==> config.mk <==
export PLATFORM = sky130hd
export DESIGN_NAME = ocvt_ram
export DESIGN_NICKNAME = d
export VERILOG_FILES = /design/src/hw/rtl/ocvt_ram.sv
export SDC_FILE = /design/constraint.sdc
export NUM_CORES = 2
export LEC_CHECK = 0
export BUFFER_PORTS_ARGS = -buffer_cell sky130_fd_sc_hd__buf_2
export CAP_MARGIN = 20
export CORE_MARGIN = 10
export CORE_UTILIZATION = 25
export DETAILED_ROUTE_END_ITERATION = 7
export SLEW_MARGIN = 20
export SYNTH_ARGS = -nofsm -noshare
export SYNTH_HDL_FRONTEND = slang
export SYNTH_SLANG_ARGS = --single-unit
==> constraint.sdc <==
create_clock -name clk -period 5.2 [get_ports clk]
set_input_delay 0.26 -clock clk [delete_from_list [all_inputs] [get_ports clk]]
set_output_delay 0.26 -clock clk [all_outputs]
set_load 0.05 [all_outputs]
==> src/hw/rtl/ocvt_ram.sv <==
// Single-write, single-read synchronous table memory with registered read data.
module ocvt_ram #(
  parameter int W  = 24,
  parameter int D  = 128,
  parameter int AW = 7
) (
  input  logic          clk,
  input  logic          we,
  input  logic [AW-1:0] waddr,
  input  logic [W-1:0]  wdata,
  input  logic [AW-1:0] raddr,
  output logic [W-1:0]  rdata
);

  logic [W-1:0] mem [D];

  // Write port
  always_ff @(posedge clk) begin
    if (we) begin
      mem[waddr] <= wdata;
    end
  end

  // Registered read port
  always_ff @(posedge clk) begin
    rdata <= mem[raddr];
  end

endmodule

# Word-level counts from Yosys, hierarchy flattened
# Memory sizes are Yosys's and may differ from the RTL's. A register that Yosys moved wholly into a read port is not among the register bits.
# Index checks and enable logic that the tools add are counted.
[totals] memories=1 output_inout_bits=24 ramBits=3072 input_bits=40 wordCells=3 ff_bits=0
[memory_table] memory="mem" depth=128 width=24 rd=1 rd_clocked_by_memory_dff=1 wr=1 line="15" source="logic [W-1:0] mem [D];"
[classes] n_mux=2
[op_table] op="$mux 1" count=2

# Depth between registers and ports, before layout
[logic_depth] depth_word=2 depth_mapped=8 mapped_depth_nobuf=4

# Worst setup path after synthesis
# No wires, ideal clock.
[synth_timing] kind="input port to flip-flop" startpoint="input port we" endpoint="memory mem[98][0], enable pin" setup_time_ns=0.435 path_stages=3 setup_slack_ns=2.264 t_required_ns=4.765 path_buffers=1 arrival_time_ns=2.501 path_cell_list="clkbuf_1 nand4_1 nor3_1"
[synth_via] elab_chain_len=2
[synth_lines] element="start, declared" line="8" source="input logic we,"
[synth_lines] element="$mux 1" line="19" source="if (we) begin"
[synth_lines] element="$mux 1 (implied by the code)" line="20" source="mem[waddr] <= wdata;"
[synth_lines] element="end, declared" line="15"
# No other way between the ends.

==> results <==
- Setup violations remaining at the end of the flow were counted as 0.
- The average detailed-routed wire length per instance is about 28 um.
- The width of the die is 705 um.
- The synthesized netlist devotes 0.594% of its cell area to simple gates.
- For this run, the post-layout net count is 4962.
- The number of global-route vias before repair is 54114.
- The deepest level of the CTS H-tree is 5.
- The clock-pin slew of the registers on the worst-case setup and hold paths is 0.06 ns.
- In this run the critical register-to-register path is captured at rdata[4]$_DFF_P_.
- STA classifies the critical path startpoint as an input pin.
- The post-synthesis area per instance is 25.9 um2.
- The setup check on the worst reg-to-reg path leaves a slack of 2.59 ns.
- The net count after synthesis is 4578.
- The number of pins exceeding their max-slew limit in the final report is 0.
- The layout-stage area growth over the synthesis result is 17.4%.
- The data required time at the worst endpoint is 5.94 ns.
- The count of cell types in the netlist is 16.
- The standard cell with the maximum stage delay on the critical path is sky130_fd_sc_hd__mux4_2.
- The tool flagged a number of max-cap violations equal to 0.
- The type of the worst setup path is input pin to register.
- The biggest area contributor in the post-synthesis netlist is sky130_fd_sc_hd__edfxtp_1.
- In this design, the stage delay of the slowest critical-path cell is around 0.67 ns.
- From bottom edge to top edge, the die measures 705 um.
- For the pin with the worst max-slew slack, the measured transition is about 1.2 ns.
- The combined area of all synthesized cells is 117000 um2.
- The start point of the worst min-delay path is wdata[10].
- Buffers inserted to repair hold after CTS numbered 19.
- After floorplanning, the core was divided into 251 placement rows.
- The number of enable flip-flop cells after synthesis is 3072.
- The path class of the tightest hold or removal check is input pin to register.
- The signal on the critical path passes through buf_12 -> buf_12 -> buf_12 -> mux4_2 -> mux4_2 -> mux4_2 -> mux2_2.
- In this run the power density over the cells is 381 nW/um2.
- The die covers 497000 um2.
- The first-pass GRT wire length is 441000 um.
- Global routing used about an eighth of the available tracks across all layers.
- The flow ran to the end, and the final reports show no timing, DRC or antenna violations.
- By count the netlist is led by sky130_fd_sc_hd__edfxtp_1 (3072), sky130_fd_sc_hd__mux4_2 (1008), sky130_fd_sc_hd__clkbuf_1 (151).
- Of the total synthesized cell area, the portion taken by full adders, half adders and majority gates is 0%.
- After synthesis the netlist holds a flip-flop and latch count of 3096.
- In this run, the number of DRC markers left after iteration 0 of detailed routing was 7770.
- For this run, the number of Yosys warnings is 0.
- The main combinational cell family by area after synthesis is multiplexers.
- Summing the areas of all compound-gate instances in the mapped netlist gives 0% of the synthesized area.
- Sequential elements use between 70% and 80% of the synthesized area.
- The tightest slew margin relative to the limit is 20.2%.
- The largest fanout on the critical path is 37.
- The worst supply voltage drop on vdd is 0.000218 V.
- For this configuration, the core starts out at a cell density of between 20% and 30%.
- The number of setup buffers added after CTS is 0.
- The count of vias placed by the detailed router is ~54000.
- Of the available clock period, the critical path in the final layout requires a little over half.
- The total clock buffers created by CTS is 314.
- In the routed design, unresolved DRC markers number 0.
- The area share of xor/xnor cells in the synthesized design is 0%.
- The fraction of layout instances using a drive strength above 1 is a little over a third.
- Port buffering added 63 buffers.
- The floorplan step defined a core boundary enclosing 468000 um2.
- For this run the aggregate overflow at the end of global routing stands at 0.
- Counting every instance in the synthesized netlist gives 4538.
- At the worst endpoint, the arrival time is around 3.6 ns.
- By area the synthesized netlist is led by sky130_fd_sc_hd__edfxtp_1 (79%), sky130_fd_sc_hd__mux4_2 (19%), sky130_fd_sc_hd__clkbuf_1 (0.48%).
- The share of synthesized area in the top cell type comes to between 70 and 80%.
- Between clock sinks in the finished design, the worst skew comes to 0.0552 ns.
- The number of endpoints with negative hold slack in the final report is 0.
- The clock tree from TritonCTS is yes.
- The capturing element type of the critical path is a register.
- The I/O pin count is 64.
- The final sum of negative setup slack is 0 ns.
- For this design the static power due to leakage is just over 40 nW.
- The congestion estimate from routability-driven global placement came to slightly below 0.8.
- The first TritonRoute pass finished after 5 iterations.
- The number of buffers on the longest clock path is 4.
- For hold timing, the worst endpoint is mem[11][10]$_DFFE_PP_.
- The number of antenna violations at the first check in global routing is 56.
- The number of nets still failing antenna checks after routing is 0.
- Setup repair after global routing left no endpoint under its margin.
- After legalization and detailed placement, the total HPWL measured 183000 um.
- The insertion delay of the later-clocked pin in the worst-skew pair is 0.88 ns.
- The length in cells of the worst reg-to-reg path is 4.
- The root buffer selected by CTS is sky130_fd_sc_hd__clkbuf_16.
- After detailed routing, the number of vias per cell comes to 4.70.
- The startpoint of the worst register-to-register path is mem[46][4]$_DFFE_PP_.
- The number of buffers and inverters on the critical path is 3.
- The largest net degree at the start of global routing is 112.
- The most common cell in the netlist is sky130_fd_sc_hd__edfxtp_1.
- The share of synthesized registers carrying an async set or reset is 0%.
- Measured against the total synthesized area, the mux share comes to 19.6%.
- Broken down by cell family, the worst path's largest delay share belongs to multiplexers.
- Measured on the finished design, the core utilization comes to just under 30%.
- Counting I/O delays and the setup requirement, the final critical path takes 2.83 ns.
- The tree built by TritonCTS fans out to roughly 3100 sinks.
- In this run, post-CTS repair resized a total of 0 instances.
- Counting instances, the worst hold path has a depth of 1.
- The final layout contains routed wiring with a total length of between 300000 and 400000 um.
- The number of filler instances in the final layout is 44418.
- In the synthesized netlist the dominant register cell turns out to be sky130_fd_sc_hd__edfxtp_1.
- Static timing analysis puts the maximum clock frequency at 354 MHz.
[flip-flops by register name, summed over array words and instances, names as in the netlist]
register  count
rdata        24
mem        3072
[stage by stage]
stage / setup WS, ns / std cells / hold slack, ns / power (mW) / area, um2
after floorplan: 2.26 / 4538 / 0.359 / 29.6 / 117000
after global routing: 2.27 / 11371 / 0.0487 / 54.0 / 138000
after detailed placement: 1.48 / 10781 / 0.628 / 31.1 / 128000
after CTS: 2.39 / 11365 / 0.00270 / 52.9 / 138000
after global placement: 1.49 / 10767 / 0.601 / 31.0 / 127000
final: 2.37 / 11391 / 0.0403 / 52.5 / 138000
[final cells by class]
class	count	area, um2	area share [%]
Sequential cell	3096	92700	67.3
Multi-Input combinational cell	1202	24400	17.7
Clock buffer	408	8470	6.15
Tap cell	6198	7750	5.63
Timing Repair Buffer	308	2960	2.15
Clock inverter	157	1400	1.02
Antenna cell	22	55.1	0.0400
[routing by layer]
metal / vias to the layer above / share of wire [%] / track usage, %
met5: - / 0.050 / 0
li1: 20775 / - / -
met3: 434 / 10 / 2.70
met4: 22 / 2.3 / 3.09
met1: 29593 / 40 / 17.1
met2: 2712 / 47 / 19.8
[how the worst max path moves through the flow]
stage / from / depth (start not counted) / endpoint
floorplan: we / 3 / mem[98][0]$_DFFE_PP_
global placement: raddr[0] / 7 / rdata[4]$_DFF_P_
detailed placement: raddr[0] / 7 / rdata[4]$_DFF_P_
CTS: raddr[0] / 7 / rdata[4]$_DFF_P_
global route: raddr[0] / 7 / rdata[4]$_DFF_P_
finish: raddr[0] / 7 / rdata[4]$_DFF_P_
[power by group]
| group | switching, mW | internal (mW) | total [mW] |
|---|---|---|---|
| Combinational | 1.80 | 1.03 | 2.83 |
| Sequential | 0.125 | 27.6 | 27.7 |
| Clock | 9.25 | 12.7 | 22.0 |
[cell usage in the layout (no fill, tap or decap)]
cell                            synthesis  final
sky130_fd_sc_hd__buf_6                  1      3
sky130_fd_sc_hd__nor2_4                 0     71
sky130_fd_sc_hd__nand4_1                3      3
sky130_fd_sc_hd__dlygate4sd3_1          0     20
sky130_fd_sc_hd__edfxtp_1            3072   3072
sky130_fd_sc_hd__clkinv_8               0      1
sky130_fd_sc_hd__inv_6                  0     11
sky130_fd_sc_hd__clkbuf_1             151     82
sky130_fd_sc_hd__or3_1                  1      1
sky130_fd_sc_hd__clkbuf_16              0    326
sky130_fd_sc_hd__clkinvlp_4             0      5
sky130_fd_sc_hd__buf_8                  0      3
sky130_fd_sc_hd__mux2_2                24     24
sky130_fd_sc_hd__mux4_2              1008   1008
sky130_fd_sc_hd__nor2b_1                7      7
sky130_fd_sc_hd__buf_2                 60     33
sky130_fd_sc_hd__buf_16                 0     10
sky130_fd_sc_hd__nand3_2                0      4
sky130_fd_sc_hd__nor2_2                 0     48
sky130_fd_sc_hd__clkinv_1               0     68
sky130_fd_sc_hd__buf_4                  0    203
sky130_fd_sc_hd__nor3_2                 0      9
sky130_fd_sc_hd__buf_12                 0     36
sky130_fd_sc_hd__diode_2                0     22
sky130_fd_sc_hd__nor2_1               122      3
sky130_fd_sc_hd__clkinv_4               0      3
sky130_fd_sc_hd__nand2_1               14     14
sky130_fd_sc_hd__nand2b_1               2      2
sky130_fd_sc_hd__clkinv_2               0     44
sky130_fd_sc_hd__bufinv_16              0     25
sky130_fd_sc_hd__dfxtp_1               24     24
sky130_fd_sc_hd__nand3_1               12      8
[cells by family (layout without fill, tap and decap cells)]
logic type,after synthesis,in the layout
flops,3096,3096
buf+inv,240,873
simple gates,170,170
mux,1032,1032
other cells,0,22
No activity file was read; power rests on OpenSTA's default activity.
